--- src/rtl/fftrk_pkg.sv ---
// Shared constants, register indexes and control types for the track image generator.
`default_nettype none

package fftrk_pkg;

    localparam int TRACK_BYTES = 11000;
    localparam int MAX_SECTORS = 32;

    localparam int POS_W  = $clog2(TRACK_BYTES);
    localparam int SLOT_W = $clog2(MAX_SECTORS);
    localparam int CNT_W  = $clog2(MAX_SECTORS + 1);
    localparam int OFF_W  = 11;

    localparam logic [POS_W-1:0] LAST_POS = POS_W'(TRACK_BYTES - 1);

    // configuration register indexes
    localparam int CFG_IDX_W = 3;
    localparam int CFG_DATA_W = 6;
    localparam logic [CFG_IDX_W-1:0] CFG_DOUBLE_DENSITY   = 3'd0;
    localparam logic [CFG_IDX_W-1:0] CFG_SIZE_CODE        = 3'd1;
    localparam logic [CFG_IDX_W-1:0] CFG_SECTORS_PER_SIDE = 3'd2;
    localparam logic [CFG_IDX_W-1:0] CFG_INTERLEAVE       = 3'd3;
    localparam logic [CFG_IDX_W-1:0] CFG_FIRST_SECTOR     = 3'd4;
    localparam logic [CFG_IDX_W-1:0] CFG_SIDE_OFFSET_ON   = 3'd5;

    // image byte codes
    localparam logic [7:0] GAP_MFM    = 8'h4E;
    localparam logic [7:0] GAP_FM     = 8'hFF;
    localparam logic [7:0] SYNC_MARK  = 8'hF5;
    localparam logic [7:0] ID_MARK    = 8'hFE;
    localparam logic [7:0] CRC_REQ    = 8'hF7;
    localparam logic [7:0] DATA_MARK  = 8'hFB;
    localparam logic [7:0] FILL_BYTE  = 8'hE5;
    localparam logic [7:0] SYNC_ZERO  = 8'h00;

    typedef struct packed {
        logic accept;     // input beat taken this cycle
        logic rb_reduce;  // subtract sector count from skew step
        logic rb_step;    // one skew table placement or collision step
    } ctrl_cmd_t;

    typedef struct packed {
        logic step_ge_n;  // skew step not yet below sector count
        logic last_place; // this step places the final logical sector
    } dp_status_t;

endpackage

`default_nettype wire

--- src/rtl/fftrk_if.sv ---
// Handshake channel interfaces for request beats and image byte beats.
`default_nettype none

interface fftrk_in_if;
    logic       valid;
    logic       ready;
    logic       start_track;
    logic [7:0] track_number;
    logic       side_number;

    modport source (output valid, output start_track, output track_number,
                    output side_number, input ready);
    modport sink (input valid, input start_track, input track_number,
                  input side_number, output ready);
endinterface

interface fftrk_out_if;
    logic       valid;
    logic       ready;
    logic [7:0] image_byte;
    logic       end_of_track;

    modport source (output valid, output image_byte, output end_of_track, input ready);
    modport sink (input valid, input image_byte, input end_of_track, output ready);
endinterface

`default_nettype wire

--- src/rtl/fftrk_ctrl.sv ---
// Controller state machine: handshakes and skew table rebuild sequencing.
`default_nettype none

module fftrk_ctrl (
    input  wire logic                  clk,
    input  wire logic                  rst_n,
    input  wire logic                  in_valid,
    input  wire logic                  in_start,
    output logic                       in_ready,
    output logic                       out_valid,
    input  wire logic                  out_ready,
    output fftrk_pkg::ctrl_cmd_t       cmd,
    input  wire fftrk_pkg::dp_status_t status
);

    localparam logic [1:0] ST_IDLE   = 2'd0;
    localparam logic [1:0] ST_REDUCE = 2'd1;
    localparam logic [1:0] ST_BUILD  = 2'd2;

    logic [1:0] state_reg, state_next;
    logic       out_valid_reg, out_valid_next;
    logic       accept;

    assign in_ready  = (state_reg == ST_IDLE) && (!out_valid_reg || out_ready);
    assign accept    = in_valid && in_ready;
    assign out_valid = out_valid_reg;

    always_comb
    begin
        state_next     = state_reg;
        out_valid_next = out_valid_reg && !out_ready;
        cmd            = '0;
        cmd.accept     = accept;
        unique case (state_reg)
            ST_IDLE:
            begin
                if (accept)
                begin
                    // a start beat holds its byte back until the table is rebuilt
                    out_valid_next = !in_start;
                    if (in_start)
                        state_next = ST_REDUCE;
                end
            end
            ST_REDUCE:
            begin
                if (status.step_ge_n)
                    cmd.rb_reduce = 1'b1;
                else
                    state_next = ST_BUILD;
            end
            ST_BUILD:
            begin
                cmd.rb_step = 1'b1;
                if (status.last_place)
                begin
                    state_next     = ST_IDLE;
                    out_valid_next = 1'b1;
                end
            end
            default:
            begin
                state_next = ST_IDLE;
            end
        endcase
    end

    always_ff @(posedge clk or negedge rst_n)
    begin
        if (!rst_n)
        begin
            state_reg     <= ST_IDLE;
            out_valid_reg <= 1'b0;
        end
        else
        begin
            state_reg     <= state_next;
            out_valid_reg <= out_valid_next;
        end
    end

endmodule

`default_nettype wire

--- src/rtl/fftrk_dp.sv ---
// Datapath: configuration, track position counters, skew table and byte generator.
`default_nettype none

module fftrk_dp (
    input  wire logic                                 clk,
    input  wire logic                                 rst_n,
    input  wire logic                                 cfg_wr_en,
    input  wire logic [fftrk_pkg::CFG_IDX_W-1:0]      cfg_index,
    input  wire logic [fftrk_pkg::CFG_DATA_W-1:0]     cfg_wdata,
    input  wire logic                                 in_start,
    input  wire logic [7:0]                           in_track,
    input  wire logic                                 in_side,
    input  wire fftrk_pkg::ctrl_cmd_t                 cmd,
    output fftrk_pkg::dp_status_t                     status,
    output logic [7:0]                                image_byte,
    output logic                                      end_of_track
);

    localparam int SW = fftrk_pkg::SLOT_W;
    localparam int CW = fftrk_pkg::CNT_W;
    localparam int OW = fftrk_pkg::OFF_W;
    localparam int PW = fftrk_pkg::POS_W;

    // configuration
    logic       dd_reg;
    logic [1:0] code_reg;
    logic [5:0] sps_reg;
    logic [4:0] ilv_reg;
    logic       first_reg;
    logic       soff_reg;

    // track position
    logic [PW-1:0] pos_reg;
    logic [CW-1:0] sidx_reg;
    logic [OW-1:0] off_reg;

    // skew table
    logic [SW-1:0] table_mem [fftrk_pkg::MAX_SECTORS];
    logic [fftrk_pkg::MAX_SECTORS-1:0] valid_reg;
    logic [4:0]    step_reg;
    logic [SW-1:0] slot_reg;
    logic [SW-1:0] logical_reg;

    logic [7:0] byte_reg;
    logic       eot_reg;

    logic [CW-1:0] n_cnt;
    logic [7:0]    gap;
    logic [OW-1:0] len, rec, idm, dm, g2end;
    logic [7:0]    fill;
    logic [PW-1:0] pos_eff;
    logic [CW-1:0] sidx_eff;
    logic [OW-1:0] off_eff;
    logic [7:0]    sec_num;
    logic [SW-1:0] entry;
    logic [7:0]    byte_val;
    logic          eot_val;
    logic [CW:0]   slot_inc;
    logic [CW:0]   slot_sum;
    logic [SW-1:0] slot_coll;
    logic [SW-1:0] slot_place;
    logic          taken;

    // clamp sector count into 1..MAX_SECTORS
    always_comb
    begin
        if (sps_reg == 6'd0)
            n_cnt = CW'(1);
        else if ({1'b0, sps_reg} > 7'(fftrk_pkg::MAX_SECTORS))
            n_cnt = CW'(fftrk_pkg::MAX_SECTORS);
        else
            n_cnt = CW'(sps_reg);
    end

    // record layout
    always_comb
    begin
        if (dd_reg)
        begin
            unique case (code_reg)
                2'd3:    gap = 8'd138;
                2'd2:    gap = 8'd40;
                default: gap = 8'd25;
            endcase
        end
        else
        begin
            gap = (code_reg == 2'd1) ? 8'd16 : 8'd27;
        end
        len   = OW'(11'd128 << code_reg);
        fill  = dd_reg ? fftrk_pkg::GAP_MFM : fftrk_pkg::GAP_FM;
        rec   = OW'(gap) + (dd_reg ? OW'(60) : OW'(31)) + len;
        idm   = OW'(gap) + (dd_reg ? OW'(15) : OW'(6));
        dm    = OW'(gap) + (dd_reg ? OW'(58) : OW'(29));
        g2end = OW'(gap) + (dd_reg ? OW'(43) : OW'(23));
    end

    // a start beat restarts the image at byte zero
    assign pos_eff  = in_start ? '0 : pos_reg;
    assign sidx_eff = in_start ? '0 : sidx_reg;
    assign off_eff  = in_start ? '0 : off_reg;

    assign entry = valid_reg[sidx_eff[SW-1:0]] ? table_mem[sidx_eff[SW-1:0]] : '0;

    always_comb
    begin
        sec_num = 8'(entry) + 8'(first_reg);
        if (soff_reg && in_side)
            sec_num = sec_num + 8'(n_cnt);
    end

    always_comb
    begin
        if (sidx_eff >= n_cnt)
            byte_val = fill;
        else if (off_eff < OW'(gap))
            byte_val = fill;
        else if (off_eff < idm)
            byte_val = (dd_reg && off_eff >= OW'(gap) + OW'(12)) ?
                       fftrk_pkg::SYNC_MARK : fftrk_pkg::SYNC_ZERO;
        else if (off_eff == idm)
            byte_val = fftrk_pkg::ID_MARK;
        else if (off_eff == idm + OW'(1))
            byte_val = in_track;
        else if (off_eff == idm + OW'(2))
            byte_val = 8'(in_side);
        else if (off_eff == idm + OW'(3))
            byte_val = sec_num;
        else if (off_eff == idm + OW'(4))
            byte_val = 8'(code_reg);
        else if (off_eff == idm + OW'(5))
            byte_val = fftrk_pkg::CRC_REQ;
        else if (off_eff < g2end)
            byte_val = fill;
        else if (off_eff < dm)
            byte_val = (dd_reg && off_eff >= OW'(gap) + OW'(55)) ?
                       fftrk_pkg::SYNC_MARK : fftrk_pkg::SYNC_ZERO;
        else if (off_eff == dm)
            byte_val = fftrk_pkg::DATA_MARK;
        else if (off_eff < dm + OW'(1) + len)
            byte_val = fftrk_pkg::FILL_BYTE;
        else if (off_eff == dm + OW'(1) + len)
            byte_val = fftrk_pkg::CRC_REQ;
        else
            byte_val = fill;
    end

    assign eot_val = (pos_eff >= fftrk_pkg::LAST_POS);

    // skew table placement arithmetic
    assign taken      = valid_reg[slot_reg];
    assign slot_inc   = (CW+1)'(slot_reg) + (CW+1)'(1);
    assign slot_coll  = (slot_inc >= (CW+1)'(n_cnt)) ? '0 : slot_inc[SW-1:0];
    assign slot_sum   = (CW+1)'(slot_reg) + (CW+1)'(step_reg);
    assign slot_place = (slot_sum >= (CW+1)'(n_cnt)) ?
                        SW'(slot_sum - (CW+1)'(n_cnt)) : slot_sum[SW-1:0];

    assign status.step_ge_n  = (CW'(step_reg) >= n_cnt);
    assign status.last_place = !taken && ((CW'(logical_reg) + CW'(1)) == n_cnt);

    assign image_byte   = byte_reg;
    assign end_of_track = eot_reg;

    always_ff @(posedge clk or negedge rst_n)
    begin
        if (!rst_n)
        begin
            dd_reg    <= 1'b1;
            code_reg  <= 2'd1;
            sps_reg   <= 6'd16;
            ilv_reg   <= 5'd1;
            first_reg <= 1'b1;
            soff_reg  <= 1'b0;
        end
        else if (cfg_wr_en)
        begin
            unique case (cfg_index)
                fftrk_pkg::CFG_DOUBLE_DENSITY:   dd_reg    <= cfg_wdata[0];
                fftrk_pkg::CFG_SIZE_CODE:        code_reg  <= cfg_wdata[1:0];
                fftrk_pkg::CFG_SECTORS_PER_SIDE: sps_reg   <= cfg_wdata[5:0];
                fftrk_pkg::CFG_INTERLEAVE:       ilv_reg   <= cfg_wdata[4:0];
                fftrk_pkg::CFG_FIRST_SECTOR:     first_reg <= cfg_wdata[0];
                fftrk_pkg::CFG_SIDE_OFFSET_ON:   soff_reg  <= cfg_wdata[0];
                default:
                begin
                end
            endcase
        end
    end

    always_ff @(posedge clk or negedge rst_n)
    begin
        if (!rst_n)
        begin
            pos_reg  <= '0;
            sidx_reg <= '0;
            off_reg  <= '0;
        end
        else if (cmd.accept)
        begin
            if (eot_val)
            begin
                pos_reg  <= '0;
                sidx_reg <= '0;
                off_reg  <= '0;
            end
            else
            begin
                pos_reg <= pos_eff + PW'(1);
                if (sidx_eff < n_cnt)
                begin
                    if ((off_eff + OW'(1)) >= rec)
                    begin
                        off_reg  <= '0;
                        sidx_reg <= sidx_eff + CW'(1);
                    end
                    else
                    begin
                        off_reg  <= off_eff + OW'(1);
                        sidx_reg <= sidx_eff;
                    end
                end
                else
                begin
                    off_reg  <= off_eff;
                    sidx_reg <= sidx_eff;
                end
            end
        end
    end

    always_ff @(posedge clk)
    begin
        if (cmd.accept)
        begin
            byte_reg <= byte_val;
            eot_reg  <= eot_val;
        end
    end

    // rebuild control registers
    always_ff @(posedge clk or negedge rst_n)
    begin
        if (!rst_n)
        begin
            valid_reg   <= '0;
            step_reg    <= '0;
            slot_reg    <= '0;
            logical_reg <= '0;
        end
        else if (cmd.accept && in_start)
        begin
            valid_reg   <= '0;
            step_reg    <= ilv_reg;
            slot_reg    <= '0;
            logical_reg <= '0;
        end
        else if (cmd.rb_reduce)
        begin
            step_reg <= step_reg - 5'(n_cnt);
        end
        else if (cmd.rb_step)
        begin
            if (taken)
            begin
                slot_reg <= slot_coll;
            end
            else
            begin
                valid_reg[slot_reg] <= 1'b1;
                logical_reg         <= logical_reg + SW'(1);
                slot_reg            <= slot_place;
            end
        end
    end

    always_ff @(posedge clk)
    begin
        if (cmd.rb_step && !taken)
            table_mem[slot_reg] <= logical_reg;
    end

endmodule

`default_nettype wire

--- src/rtl/floppy_format_track_image.sv ---
// Top level of the floppy write-track image generator.
`default_nettype none

// Channel   Dir  Beat contents
// in_ch     in   start_track, track_number, side_number (one request per image byte)
// out_ch    out  image_byte, end_of_track (one byte per request)
// cfg_*     in   write enable, register index, write data (no read-back)
//
// An ordinary request is taken whenever the output register is free; a byte a cycle
// is sustained while the output side keeps taking beats, as the output register
// frees in the same cycle. A start_track request rebuilds the skew table in the
// sequencer: it first reduces the skew step below the sector count by repeated
// subtraction, then makes placement and collision steps (n placements plus collisions);
// no request is taken meanwhile and the start byte is offered when the table is done.
// Reset clears the track position, the table valid bits and the configuration to
// its defaults (MFM, 256-byte sectors, 16 sectors, skew 1, first sector 1).
module floppy_format_track_image (
    input  wire logic                              clk,
    input  wire logic                              rst_n,
    fftrk_in_if.sink                               in_ch,
    fftrk_out_if.source                            out_ch,
    input  wire logic                              cfg_wr_en,
    input  wire logic [fftrk_pkg::CFG_IDX_W-1:0]   cfg_index,
    input  wire logic [fftrk_pkg::CFG_DATA_W-1:0]  cfg_wdata
);

    fftrk_pkg::ctrl_cmd_t  cmd;
    fftrk_pkg::dp_status_t status;
    logic                  in_ready;
    logic                  out_valid;

    // sequencer: handshakes and rebuild stepping
    fftrk_ctrl u_ctrl (
        .clk       (clk),
        .rst_n     (rst_n),
        .in_valid  (in_ch.valid),
        .in_start  (in_ch.start_track),
        .in_ready  (in_ready),
        .out_valid (out_valid),
        .out_ready (out_ch.ready),
        .cmd       (cmd),
        .status    (status)
    );

    // datapath: counters, skew table, byte generator and output register
    fftrk_dp u_dp (
        .clk          (clk),
        .rst_n        (rst_n),
        .cfg_wr_en    (cfg_wr_en),
        .cfg_index    (cfg_index),
        .cfg_wdata    (cfg_wdata),
        .in_start     (in_ch.start_track),
        .in_track     (in_ch.track_number),
        .in_side      (in_ch.side_number),
        .cmd          (cmd),
        .status       (status),
        .image_byte   (out_ch.image_byte),
        .end_of_track (out_ch.end_of_track)
    );

    assign in_ch.ready  = in_ready;
    assign out_ch.valid = out_valid;

endmodule

`default_nettype wire

--- src/flat_wrapper.sv ---
// flat-port wrapper written by rule: the top's interface ports become plain ports
module floppy_format_track_image_flat 
  (clk, rst_n, cfg_wr_en, cfg_index, cfg_wdata, in_ch_valid, in_ch_start_track, in_ch_track_number, in_ch_side_number, in_ch_ready, out_ch_valid, out_ch_image_byte, out_ch_end_of_track, out_ch_ready);
  fftrk_in_if in_ch_i ();
  fftrk_out_if out_ch_i ();
  input  wire logic clk;
  input  wire logic rst_n;
  input  wire logic cfg_wr_en;
  input  wire logic [fftrk_pkg::CFG_IDX_W-1:0] cfg_index;
  input  wire logic [fftrk_pkg::CFG_DATA_W-1:0] cfg_wdata;
  input wire logic [$bits(in_ch_i.valid)-1:0] in_ch_valid;
  input wire logic [$bits(in_ch_i.start_track)-1:0] in_ch_start_track;
  input wire logic [$bits(in_ch_i.track_number)-1:0] in_ch_track_number;
  input wire logic [$bits(in_ch_i.side_number)-1:0] in_ch_side_number;
  output wire logic [$bits(in_ch_i.ready)-1:0] in_ch_ready;
  output wire logic [$bits(out_ch_i.valid)-1:0] out_ch_valid;
  output wire logic [$bits(out_ch_i.image_byte)-1:0] out_ch_image_byte;
  output wire logic [$bits(out_ch_i.end_of_track)-1:0] out_ch_end_of_track;
  input wire logic [$bits(out_ch_i.ready)-1:0] out_ch_ready;
  assign in_ch_i.valid = in_ch_valid;
  assign in_ch_i.start_track = in_ch_start_track;
  assign in_ch_i.track_number = in_ch_track_number;
  assign in_ch_i.side_number = in_ch_side_number;
  assign in_ch_ready = in_ch_i.ready;
  assign out_ch_valid = out_ch_i.valid;
  assign out_ch_image_byte = out_ch_i.image_byte;
  assign out_ch_end_of_track = out_ch_i.end_of_track;
  assign out_ch_i.ready = out_ch_ready;
  floppy_format_track_image u_core (.clk(clk), .rst_n(rst_n), .in_ch(in_ch_i), .out_ch(out_ch_i), .cfg_wr_en(cfg_wr_en), .cfg_index(cfg_index), .cfg_wdata(cfg_wdata));
endmodule
--- config.mk ---
export PLATFORM = sky130hd
export DESIGN_NAME = floppy_format_track_image_flat
export DESIGN_NICKNAME = d
export VERILOG_FILES = /design/src/rtl/fftrk_pkg.sv /design/src/rtl/fftrk_if.sv /design/src/rtl/fftrk_ctrl.sv /design/src/rtl/fftrk_dp.sv /design/src/rtl/floppy_format_track_image.sv /design/src/flat_wrapper.sv
export SDC_FILE = /design/constraint.sdc
export NUM_CORES = 1
export LEC_CHECK = 0
export BUFFER_PORTS_ARGS = -buffer_cell sky130_fd_sc_hd__buf_4
export CORE_MARGIN = 10
export CORE_UTILIZATION = 41
export CTS_BUF_LIST = sky130_fd_sc_hd__clkbuf_16
export DETAILED_ROUTE_END_ITERATION = 10
export GPL_ROUTABILITY_DRIVEN = 0
export SLEW_MARGIN = 20
export SYNTH_ARGS = -nofsm -noshare
export SYNTH_HDL_FRONTEND = slang
export SYNTH_HIERARCHICAL = 1
export SYNTH_SLANG_ARGS = --single-unit
--- constraint.sdc ---
create_clock -name clk -period 4.65 [get_ports clk]
set_clock_uncertainty 0.15 [all_clocks]
set_input_delay 1.1625 -clock clk [delete_from_list [all_inputs] [get_ports clk]]
set_output_delay 1.1625 -clock clk [all_outputs]
set_load 0.01 [all_outputs]
# [After elaboration in Yosys (flattened, before gate mapping)]
# Memory sizes are Yosys's and may differ from the RTL's.
# Index checks and enable logic that the tools add are counted.
[word_totals] reg_bits=106 mem_bits_rw=160 inputBits=24 out_inout_bits=11 memories=1
[mem_list] memory="u_core.u_dp.table_mem" depth=32 word_bits=5 rd=1 rd_clocked_by_memory_dff=0 write_ports=1 line_no="fftrk_dp.sv:38" text="logic [SW-1:0] table_mem [fftrk_pkg::MAX_SECTORS];"
[classes] n_addsub=25 order_cmp=18 eq_ne=25 shifts=1 mux=73 bitwise=1 reduce_logical=29
[op_table] op="2-to-1 mux 8 bit" n=18
[op_table] op="2-to-1 mux 32 bit" n=4
[op_table] op="2-to-1 mux 5 bit" n=13
[op_table] op="== test 11 x 10 -> 1 bit" n=5
[op_table] op="2-to-1 mux 6 bit" n=9
[op_table] op="2-to-1 mux 11 bit" n=4
[op_table] op="less-than comparator 11 x 9 -> 1 bit" n=3
[op_table] op="OR 32 bit" n=1
[op_table] op="2-to-1 mux 14 bit" n=2
[op_table] op="adder 8 x 6 -> 9 bit" n=3
[op_table] op="== test 11 x 9 -> 1 bit" n=2
[op_table] op=">= comparator 11 x 9 -> 1 bit" n=2
[op_table] op="adder 9 x 1 -> 10 bit (second input constant)" n=2
[op_table] op="adder 9 x 2 -> 10 bit (second input constant)" n=2
[op_table] op="adder 9 x 3 -> 10 bit (second input constant)" n=2
[op_table] op=">= comparator 6 bit" n=3
[op_table] op="case mux 8 bit (2 select lines)" n=1
[op_table] op="adder 14 x 1 -> 14 bit (second input constant)" n=1
[op_table] op=">= comparator 14 bit (second input constant)" n=1
[op_table] op="AND reduction 2 bit" n=7
[op_table] op="adder 5 x 1 -> 6 bit (second input constant)" n=2
[op_table] op="less-than comparator 5 x 6 -> 1 bit (second input constant)" n=2
[op_table] op="adder 10 x 11 -> 11 bit" n=1
[op_table] op="adder 11 x 1 -> 11 bit (second input constant)" n=1
[op_table] op="other kinds (44)" n=81

# [Logic depth before layout (Yosys ltp)]
# Gate-level depths: netlist (run 1).
[depth] word_depth=21 mapped_depth=23 depth_no_buf=20

# [By module]
# The synthesis (run 1) kept the hierarchy.
[by_module_without_submodules] mod="fftrk_dp" instances=1 cells_per_inst=1429 area_each_um2=15822.7 seq_area_each_um2=7433.4
[by_module_without_submodules] mod="fftrk_ctrl" instances=1 cells_per_inst=17 area_each_um2=178.9 seq_area_each_um2=75.1

# [Least setup slack after synthesis (run 1)]
# Ideal clock, no wire load.
[synth_timing] path_kind="input port to flip-flop" start="input in_ch_start_track" end="register u_core.u_dp.byte_reg[5] (netlist: u_core/u_dp/image_byte[5]) (data pin)" setup_time_ns=0.256 arrival_time_ns=5.133 slack_ns=-0.889 cell_stages=20 n_path_buf=3 path_cell_list="nand2b_1 inv_1 buf_2 buf_2 buf_1 mux4_2 mux4_2 nand2_1 a21oi_1 ha_1 ha_1 ha_1 a21o_1 a21oi_1 o21bai_1 a21oi_1 xor2_1 nor4_1 a41o_1 o211a_1"
[synth_between] elab_chain_cells=16
[synth_rtl] item="start, declared" line_no="flat_wrapper.sv:12" text="input wire logic [$bits(in_ch_i.start_track)-1:0] in_ch_start_track;"
[synth_rtl] item="parallel branches: the longest is 15 deep, another holds adder 6 x 6 -> 7 bit"
[synth_rtl] item="2-to-1 mux 8 bit *" line_no="fftrk_dp.sv:114" text="if (sidx_eff >= n_cnt)"
[synth_rtl] item="via u_core.u_dp.byte_val[5]" line_no="fftrk_dp.sv:56" text="logic [7:0] byte_val;"
[synth_rtl] item="end signal, assigned" line_no="fftrk_dp.sv:236" text="byte_reg <= byte_val;"
[synth_rtl] item="end, declared" line_no="fftrk_dp.sv:44" text="logic [7:0] byte_reg;"
# Mark *: on every way through the listed nets, which the timed path passes. The select of a mux whose other input is x is not followed.
# A chain may end at the register's enable or synchronous reset.

# [Final worst setup path (run 1)]
# Same ends and word-level chain as after synthesis.

==> results.py, run 1 <==
metrics = {
    "setup_path": {
        "r2r_cells": 17,
        "cp_max_fo": 9,
        "endpoint_kind": "register",
        "critPathArrivalTime_ns": 4.70,
        "startpoint": "in_ch_start_track",
        "rr_endpoint": "u_core/u_dp/image_byte[5]",
        "startpoint_type": "input pin",
        "required_ns": 4.83,
        "crit_path_end": "u_core/u_dp/image_byte[5]",
        "r2r_slack_ns": 0.23,
        "crit_type": "input pin to register",
        "r2r_start": "u_core/u_dp/sidx_reg[2]",
    },
    "place": {
        "hpwl_mm": 33.6,
        "dp.cells": 2063,
        "dpl_cell_area_mm2": 0.0177,
        "portBuffers": 34,
    },
    "cells_and_area": {
        "final_common_cell": "edfxtp_1",
        "nets": 1719,
        "area_growth_pct": 17.2,
        "utilization_pct": 48.5,
        "largest_reg_flops": 160,
        "final_cell_mix": "edfxtp_1, buf_4, nor2_1",
        "drive_above_1_share_pct": 19.4,
        "fillerInstances": 3511,
        "antenna_cells": 0,
        "final_cell_area_mm2": 0.0187,
        "layoutNonFillerInstCount": 2117,
    },
    "synthesis": {
        "netlist_area_mm2": 0.0160,
        "synth_edf_count": 169,
        "postSynthAreaPerCell_um2": 11.1,
        "yosysWarnings": 6,
        "synth_seq_cells": 266,
        "netlist_instances": 1446,
        "synth_cell_types": 89,
        "synth-main-ff-cell": "edfxtp_1",
        "ys_seq_area_share_pct": 46.9,
        "async_reset_ff_share_pct": 36.5,
    },
    "power_and_ir_drop": {
        "p_switching_mw": 3.81,
        "finalPower_mw": 10.1,
        "p_leak_nw": 7.79,
        "seqPwrFrac_pct": 32.8,
        "p_comb_share_pct": 42.9,
        "swShare_pct": 37.6,
        "p_clk_share_pct": 24.4,
        "ir_worst_vdd_mv": 0.376,
        "p_per_area_mw_per_mm2": 540,
        "internal_power_mw": 6.32,
    },
    "worst_hold_path": {
        "hold_start": "u_core/u_dp/pos_reg[7]",
        "hold_class": "register to register",
    },
    "route": {
        "via_per_inst": 5.79,
        "drtPass1Iterations": 5,
        "vias": 12256,
        "wl_per_cell_um": 21.6,
        "ant_nets": 0,
        "remaining_drc_errors": 0,
        "wirelength_mm": 45.7,
        "drt_iter0_drc": 1071,
    },
    "grt": {
        "grt_util_all_layers_pct": 19.0,
        "antenna_found_initial": 0,
        "grt_pass1_vias": 12142,
        "grt_max_degree": 40,
        "grt_pass1_wl_mm": 71.6,
        "grt-ovfl-total": 0,
    },
    "clock_network": {
        "clock-sinks": 266,
        "clk_pin_slew_ns": 0.06,
        "cts_root_buf": "clkbuf_16",
        "cts_buffer_depth": 3,
        "cts_buffers": 29,
        "postCtsHoldBufs": 0,
        "cts_tree": "yes",
        "postCtsResizedCells": 0,
        "htreeDepth": 1,
        "clk_latency_ns": 0.58,
        "post_cts_buffers": 0,
    },
    "timing": {
        "period_needed_ns": 4.53,
        "rsz0062_at_grt": "true",
        "worst_pin_slew_ns": 0.793,
        "hold_viol": 0,
        "max-slew-margin-rel_pct": 46.6,
        "drv_slew": 0,
        "setup_viol": 0,
        "clock.fmax_mhz": 221,
        "period_share_pct": 97.4,
    },
    "floorplanning": {
        "placementRows": 72,
        "core_area_mm2": 0.0386,
        "die_h_um": 218,
        "die_area_mm2": 0.0473,
        "initial_core_util_pct": 41.4,
        "ioPinCount": 35,
        "die_w_um": 218,
    },
    "run": {
        "max_cap_violations": 0,
    },
    "run_status": {
        "status": "finished clean",
    },
}
==> metal layers <==
metal	part of all wire, %	vias to the layer above	track usage (%)
li1	-	5706	-
met1	45	6007	26.7
met2	45	452	29.6
met3	7.4	91	3.51
met4	2.7	0	4.94
met5	0	-	0
==> stage by stage <==
step | TNS [ns] | worst slack, ns | hold WS (ns)
after floorplan | -0.427 | -0.203 | 0.294
after global placement | -2.66 | -0.422 | 0.312
after detailed placement | -5.45 | -0.490 | 0.320
after CTS | 0 | 0.0999 | 0.325
after global routing | -0.0661 | -0.0550 | 0.373
final | 0 | 0.121 | 0.322
==> worst min path at each step <==
stage                                          to  slack, ns  depth (start not counted)
after detailed placement   u_core/u_dp/pos_reg[7]       0.32                          1
final                      u_core/u_dp/pos_reg[7]       0.32                          1
after CTS                  u_core/u_dp/pos_reg[7]       0.33                          1
after global routing       u_core/u_dp/pos_reg[7]       0.37                          1
after floorplan           u_core/u_dp/step_reg[3]       0.29                          2
after global placement     u_core/u_dp/pos_reg[7]       0.31                          1
==> worst max-delay path, stage by stage <==
cell and delay, ns:
buf_4 0.15, nand2b_4 0.18, clkinv_8 0.10, mux4_2 0.51, mux4_2 0.51, nand2_1 0.11
a21oi_2 0.06, ha_2 0.20, ha_4 0.29, ha_1 0.23, a21o_1 0.20, a21oi_2 0.14
o21bai_1 0.07, a21oi_1 0.16, xor2_1 0.15, nor4_1 0.07, a41o_1 0.21, o211a_1 0.20
==> layout make-up <==
type / instances / area (µm²) / area share (%)
multi-input cells: 1047 / 8050 / 42.9
flip-flops and latches: 266 / 7510 / 40.1
repair buffers: 162 / 1240 / 6.64
clock buffers: 29 / 726 / 3.87
well taps: 518 / 648 / 3.46
clock inverters: 25 / 293 / 1.56
inverters: 70 / 278 / 1.48
==> logic make-up (layout without fill, tap and decap cells) <==
kind of cell	Yosys count	in the layout	share of synthesized area, %
DFF	266	266	46.9
xor gates and xnor gates	57	57	3.12
buffers and inverters	135	286	3.46
other	1	3	0.0234
muxes	86	86	8.30
AOI/OAI and AO/OA	359	359	15.4
adders and majority gates	119	119	9.49
and+or+nand+nor	423	423	13.3
==> synth_stat cells (11+ instances only) <==
master    number  area, µm²
a211oi_1      17        128
a21o_1        21        158
a21oi_1       84        420
a22o_1        12        105
a31oi_1       16        100
and2_1        16        100
and3_1        23        144
buf_2         15       75.1
clkbuf_1      34        128
dfrtp_1       92       2300
edfxtp_1     169       5070
ha_1         115       1440
inv_1         63        236
mux2_2        23        259
mux2i_1       28        280
mux4_2        35        788
nand2_1       94        353
nand2b_1      23        144
nand3_1       22        110
nand4_1       11       68.8
nor2_1       127        477
nor2b_1       29        181
nor3_1        22        110
o211ai_1      15        113
o21a_1        14        105
o21ai_0       64        320
xnor2_1       43        377
xor2_1        14        123
==> power groups by stage <==
stage	registers, mW	clock network (mW)	logic, mW
finish	3.32	2.47	4.34
global route	3.36	2.60	4.79
global placement	3.35	0	4.17
floorplan	3.26	0	2.88
detailed placement	3.36	0	4.25
CTS	3.31	2.50	4.28
No activity file was read; power rests on OpenSTA's default activity.
==> inputs of run 2 (changes only) <==
- SKIP_CTS_REPAIR_TIMING: unset -> 1
- SYNTH_HIERARCHICAL: 1 -> unset
==> run 2 against run 1 <==
Net effect: combinational power increased by 7.1%; final cell count down 0.85%; maximum frequency grew 0.64%.
==> results.py, run 2 <==
metrics = {
    "cells_and_area": {
        "antenna_cells": 0,
        "utilization_pct": 48.1,
        "nets": 1701,
        "largest_reg_flops": 160,
        "drive_above_1_share_pct": 19.3,
        "fillerInstances": 3522,
        "final_common_cell": "edfxtp_1",
        "area_growth_pct": 15.7,
        "final_cell_mix": "edfxtp_1, buf_4, nand2_1, ha_1, nor2_1",
    },
    "synthesis": {
        "yosys.area.top_type": "edfxtp_1",
        "synth_area_leaders": "edfxtp_1, dfrtp_1, ha_1, mux4_2, o21ai_0",
        "synth.top_cell.area_share_pct": 31.5,
        "synth_seq_cells": 266,
        "postSynthAreaPerCell_um2": 11.3,
        "ys_seq_area_share_pct": 46.6,
        "synth.most_common_cell": "edfxtp_1",
        "synth_edf_count": 169,
        "async_reset_ff_share_pct": 36.5,
        "yosysWarnings": 0,
        "netlist_instances": 1428,
        "synth_cell_types": 105,
        "synth-main-ff-cell": "edfxtp_1",
        "netlist_area_mm2": 0.0161,
        "ys_top_cells_by_count": "edfxtp_1, ha_1, nand2_1, nor2_1, dfrtp_1",
    },
    "timing": {
        "rsz0062_at_grt": "false",
        "period_share_pct": 96.8,
        "drv_slew": 0,
        "worst_pin_slew_ns": 0.894,
        "layout_setup_ws_ns": 0.150,
        "clock.fmax_mhz": 222,
        "max-slew-margin-rel_pct": 39.8,
        "setup_viol": 0,
        "period_needed_ns": 4.50,
        "hold_viol": 0,
    },
    "setup_path": {
        "crit_type": "input pin to register",
        "endpoint_kind": "register",
        "cp_max_fo": 14,
        "required_ns": 4.79,
        "startpoint_type": "input pin",
        "critPathArrivalTime_ns": 4.64,
    },
    "route": {
        "remaining_drc_errors": 0,
        "wl_per_cell_um": 21.7,
        "vias": 12202,
        "wirelength_mm": 45.5,
        "via_per_inst": 5.81,
        "drt_iter0_drc": 1097,
        "drtPass1Iterations": 8,
        "ant_nets": 0,
    },
    "grt": {
        "grt_pass1_wl_mm": 70.5,
        "grt_pass1_vias": 12065,
        "grt_max_degree": 56,
        "grt_util_all_layers_pct": 18.7,
        "antenna_found_initial": 0,
        "grt-ovfl-total": 0,
    },
    "floorplanning": {
        "ioPinCount": 35,
        "core_area_mm2": 0.0387,
        "initial_core_util_pct": 41.6,
        "placementRows": 72,
        "die_w_um": 218,
        "die_h_um": 218,
        "die_area_mm2": 0.0476,
    },
    "power_and_ir_drop": {
        "internal_power_mw": 6.32,
        "swShare_pct": 38.0,
        "p_per_area_mw_per_mm2": 546,
        "p_clk_share_pct": 22.6,
        "finalPower_mw": 10.2,
        "p_switching_mw": 3.87,
        "seqPwrFrac_pct": 31.7,
        "ir_worst_vdd_mv": 0.284,
        "p_leak_nw": 7.66,
        "p_comb_share_pct": 45.7,
    },
    "clock_network": {
        "clk_latency_ns": 0.55,
        "cts_root_buf": "clkbuf_16",
        "cts_tree": "yes",
        "cts_buffers": 29,
        "clk_pin_slew_ns": 0.06,
        "cts_buffer_depth": 3,
        "clock-sinks": 266,
        "htreeDepth": 1,
    },
    "worst_hold_path": {
        "hold_class": "register to register",
    },
    "run": {
        "max_cap_violations": 0,
    },
    "place": {
        "portBuffers": 34,
        "dp_worst_setup_slack_ns": -0.465,
        "hpwl_mm": 33.4,
    },
    "run_status": {
        "status": "finished clean",
    },
}
run 2: routing by layer:
metal  share of wire (%)  wire, µm  track usage, %  vias up
li1                    -         -               -     5673
met1                  43     19400            24.1     6043
met2                  48     22100            32.0      387
met3                 5.5      2500            2.13       99
met4                 3.6      1620            6.46        0
met5                   0         0               0        -
run 2: kinds of logic (layout without fill, tap and decap cells):
family          after synthesis  after routing  synth area share, %
xor+xnor                     54             54                 2.94
simple gates                385            385                 12.2
other cells                   1              3               0.0233
flops                       266            266                 46.6
fa+ha+maj                   119            119                 9.43
compound gates              388            388                 17.0
buf+inv                     132            283                 3.96
mux                          83             83                 7.82
run 2: cell type report:
cell class                      count  area (µm²)  area share, %
Clock inverter                     25         230           1.23
Inverter                           72         283           1.52
Clock buffer                       29         726           3.89
Sequential cell                   266        7510           40.3
Tap cell                          518         648           3.48
Timing Repair Buffer              157        1230           6.59
Multi-Input combinational cell   1032        8020           43.0
run 2: through the flow:
| step | hold WS, ns | TNS, ns | cells | instance area (µm²) |
|---|---|---|---|---|
| floorplan | 0.283 | -0.155 | 1430 | 16200 |
| global placement | 0.305 | -2.58 | 2044 | 17700 |
| detailed placement | 0.308 | -4.12 | 2044 | 17700 |
| CTS | 0.319 | 0 | 2098 | 18600 |
| global route | 0.361 | 0 | 2099 | 18600 |
| finish | 0.317 | 0 | 2099 | 18600 |
run 2: final timing paths:
| path | start | end | slack (ns) | depth (start not counted) |
|---|---|---|---|---|
| worst max-delay path | in_ch_start_track | u_core.u_dp.image_byte[5] | 0.15 | 19 |
| worst min-delay path | u_core.u_dp.ilv_reg[1] | u_core.u_dp.step_reg[1] | 0.32 | 2 |
| worst max register to register | u_core.u_dp.sidx_reg[0] | u_core.u_dp.image_byte[5] | 0.31 | 19 |
| worst min register to register | u_core.u_dp.ilv_reg[1] | u_core.u_dp.step_reg[1] | 0.32 | 2 |
| max in group asynchronous | rst_n | u_core.u_dp.sps_reg[4] | 2.97 | 2 |
| min in group asynchronous | rst_n | u_core.u_dp.slot_reg[4] | 0.52 | 1 |
run 2: critical path, stage by stage:
cell and delay [ns]:
buf_4 0.14, nand2b_4 0.17, inv_8 0.12, mux4_2 0.49
o21ai_0 0.19, mux4_2 0.28, nor2_1 0.05, ha_2 0.20
ha_4 0.16, o21a_1 0.11, or2_4 0.25, ha_4 0.22
a21o_1 0.19, a21oi_1 0.14, nor2_1 0.06, nor2_1 0.13
xnor2_1 0.08, a222oi_1 0.35, a31oi_1 0.14
run 2: power groups by stage:
stage                     Sequential [mW]  Clock, mW  Combinational [mW]
after floorplan                      3.16          0                3.23
after global placement               3.26          0                4.52
after detailed placement             3.27          0                4.58
after CTS                            3.22       2.35                4.62
after global routing                 3.27       2.46                5.11
final                                3.23       2.30                4.65
==> inputs of run 3 (changes only) <==
- CORE_MARGIN: 10 -> unset
==> run 3 against run 2 <==
Net effect: register-to-register slack worse by 0.03 ns; sequential power is essentially flat; largest cell class unchanged; wire length fell by 0.85%; core utilization is 0.14 points higher; clock power about the same; power rose by 0.35%; global-route usage is 3.8 points higher; final cell count increased by 0.43%; flip-flop and latch count stayed put.
==> results.py, run 3 (same netlist as run 2, synthesis figures left out) <==
metrics = {
    "run_status": {
        "status": "finished clean",
    },
    "cells_and_area": {
        "final_cell_mix": "edfxtp_1, buf_4, nand2_1, ha_1, nor2_1",
        "nets": 1709,
        "area_growth_pct": 16.1,
        "final_common_cell": "edfxtp_1",
        "largest_reg_flops": 160,
        "drive_above_1_share_pct": 19.6,
        "final_cell_area_mm2": 0.0187,
    },
    "worst_hold_path": {
        "hold_class": "register to register",
    },
    "place": {
        "dpl_cell_area_mm2": 0.0177,
        "portBuffers": 34,
        "hpwl_mm": 33.6,
    },
    "power_and_ir_drop": {
        "swShare_pct": 38.3,
        "internal_power_mw": 6.30,
        "seqPwrFrac_pct": 31.9,
        "p_comb_share_pct": 45.7,
        "p_leak_nw": 7.70,
        "ir_worst_vdd_mv": 0.402,
        "finalPower_mw": 10.2,
        "p_clk_share_pct": 22.5,
        "p_per_area_mw_per_mm2": 547,
        "p_switching_mw": 3.92,
    },
    "route": {
        "remaining_drc_errors": 0,
        "via_per_inst": 5.74,
        "ant_nets": 0,
        "wirelength_mm": 45.1,
        "drt_iter0_drc": 972,
        "wl_per_cell_um": 21.4,
        "vias": 12097,
        "drtPass1Iterations": 5,
    },
    "grt": {
        "grt_max_degree": 57,
        "antenna_found_initial": 1,
        "grt_util_all_layers_pct": 22.6,
        "grt_pass1_vias": 12230,
        "grt_pass1_wl_mm": 70.6,
        "grt-ovfl-total": 0,
    },
    "floorplanning": {
        "die_w_um": 200,
        "ioPinCount": 35,
        "placementRows": 72,
        "initial_core_util_pct": 41.6,
        "core_area_mm2": 0.0387,
        "die_area_mm2": 0.0401,
        "die_h_um": 200,
    },
    "setup_path": {
        "crit_type": "input pin to register",
        "endpoint_kind": "register",
        "required_ns": 4.81,
        "r2r_slack_ns": 0.28,
        "startpoint_type": "input pin",
        "cp_max_fo": 16,
        "critPathArrivalTime_ns": 4.68,
    },
    "clock_network": {
        "clk_pin_slew_ns": 0.06,
        "htreeDepth": 1,
        "clock-sinks": 266,
        "clk_latency_ns": 0.57,
        "cts_buffer_depth": 3,
        "cts_root_buf": "clkbuf_16",
        "cts_buffers": 29,
        "cts_tree": "yes",
    },
    "timing": {
        "hold_viol": 0,
        "holdWs_ns": 0.327,
        "setup_viol": 0,
        "max-slew-margin-rel_pct": 48.0,
        "drv_slew": 0,
        "period_needed_ns": 4.53,
        "clock.fmax_mhz": 221,
        "period_share_pct": 97.4,
        "tns_ns": 0,
        "worst_pin_slew_ns": 0.771,
    },
    "run": {
        "max_cap_violations": 0,
    },
}
## run 3: changes by cell type in the layout (fill, tap and decap cells not counted), sizes merged
cell	previous run	this run
clkbuf	29	30
clkinvlp	3	1
inv	76	79
clkinv	14	13
diode	0	1
bufinv	4	3
buf	157	165
## run 3: cell type report
type / count / area, µm²
antenna: 1 / 2.50
clock buffer: 30 / 751
clock inverter: 24 / 201
fill: 3564 / 20000
inverter: 72 / 280
multi-input combinational: 1032 / 8030
sequential: 266 / 7510
tap: 518 / 648
timing repair buffer: 165 / 1280
## run 3: path summary, 6_finish.rpt
check,from,to,cells past startpoint
max,in_ch_start_track,u_core.u_dp.image_byte[5],19
min,u_core.u_dp.pos_reg[0],u_core.u_dp.pos_reg[0],2
max reg2reg,u_core.u_dp.sidx_reg[0],u_core.u_dp.image_byte[5],19
min reg2reg,u_core.u_dp.pos_reg[0],u_core.u_dp.pos_reg[0],2
max in group asynchronous,rst_n,u_core.u_dp.ilv_reg[0],2
min in group asynchronous,rst_n,u_core.u_dp.slot_reg[3],1
## run 3: metrics by stage
step                      cells  util, %  setup slack (ns)
after CTS                  2106     48.2             0.120
after floorplan            1430        -           -0.0822
after global routing       2107     48.3           -0.0168
after detailed placement   2052     45.7            -0.464
after global placement     2052     45.7            -0.441
final                      2108     48.3             0.122
## run 3: critical path, cell delays in order
cell and delay (ns):
buf_4 0.14, nand2b_4 0.16, inv_6 0.14, mux4_2 0.53, a21oi_1 0.18, mux4_2 0.27
nor2_1 0.06, ha_2 0.21, ha_4 0.16, o21a_1 0.11, or2_4 0.26, ha_4 0.22
a21o_1 0.19, a21oi_1 0.14, nor2_1 0.05, nor2_1 0.14, xnor2_1 0.08, a222oi_1 0.33
a31oi_1 0.14
## run 3: per-layer routing
layer  track usage (%)  part of all wire [%]  vias to the layer above
met4              9.15                   4.2                        0
met3              4.41                   6.3                      110
met5                 0                     0                        -
li1                  -                     -                     5692
met2              37.4                    47                      363
met1              29.0                    42                     5932
## run 3: power by group through the flow
stage	Sequential, mW	Clock [mW]	Combinational (mW)
final	3.26	2.29	4.67
after global routing	3.29	2.43	5.12
after CTS	3.24	2.34	4.64
after detailed placement	3.29	0	4.60
after global placement	3.28	0	4.52
after floorplan	3.16	0	3.23
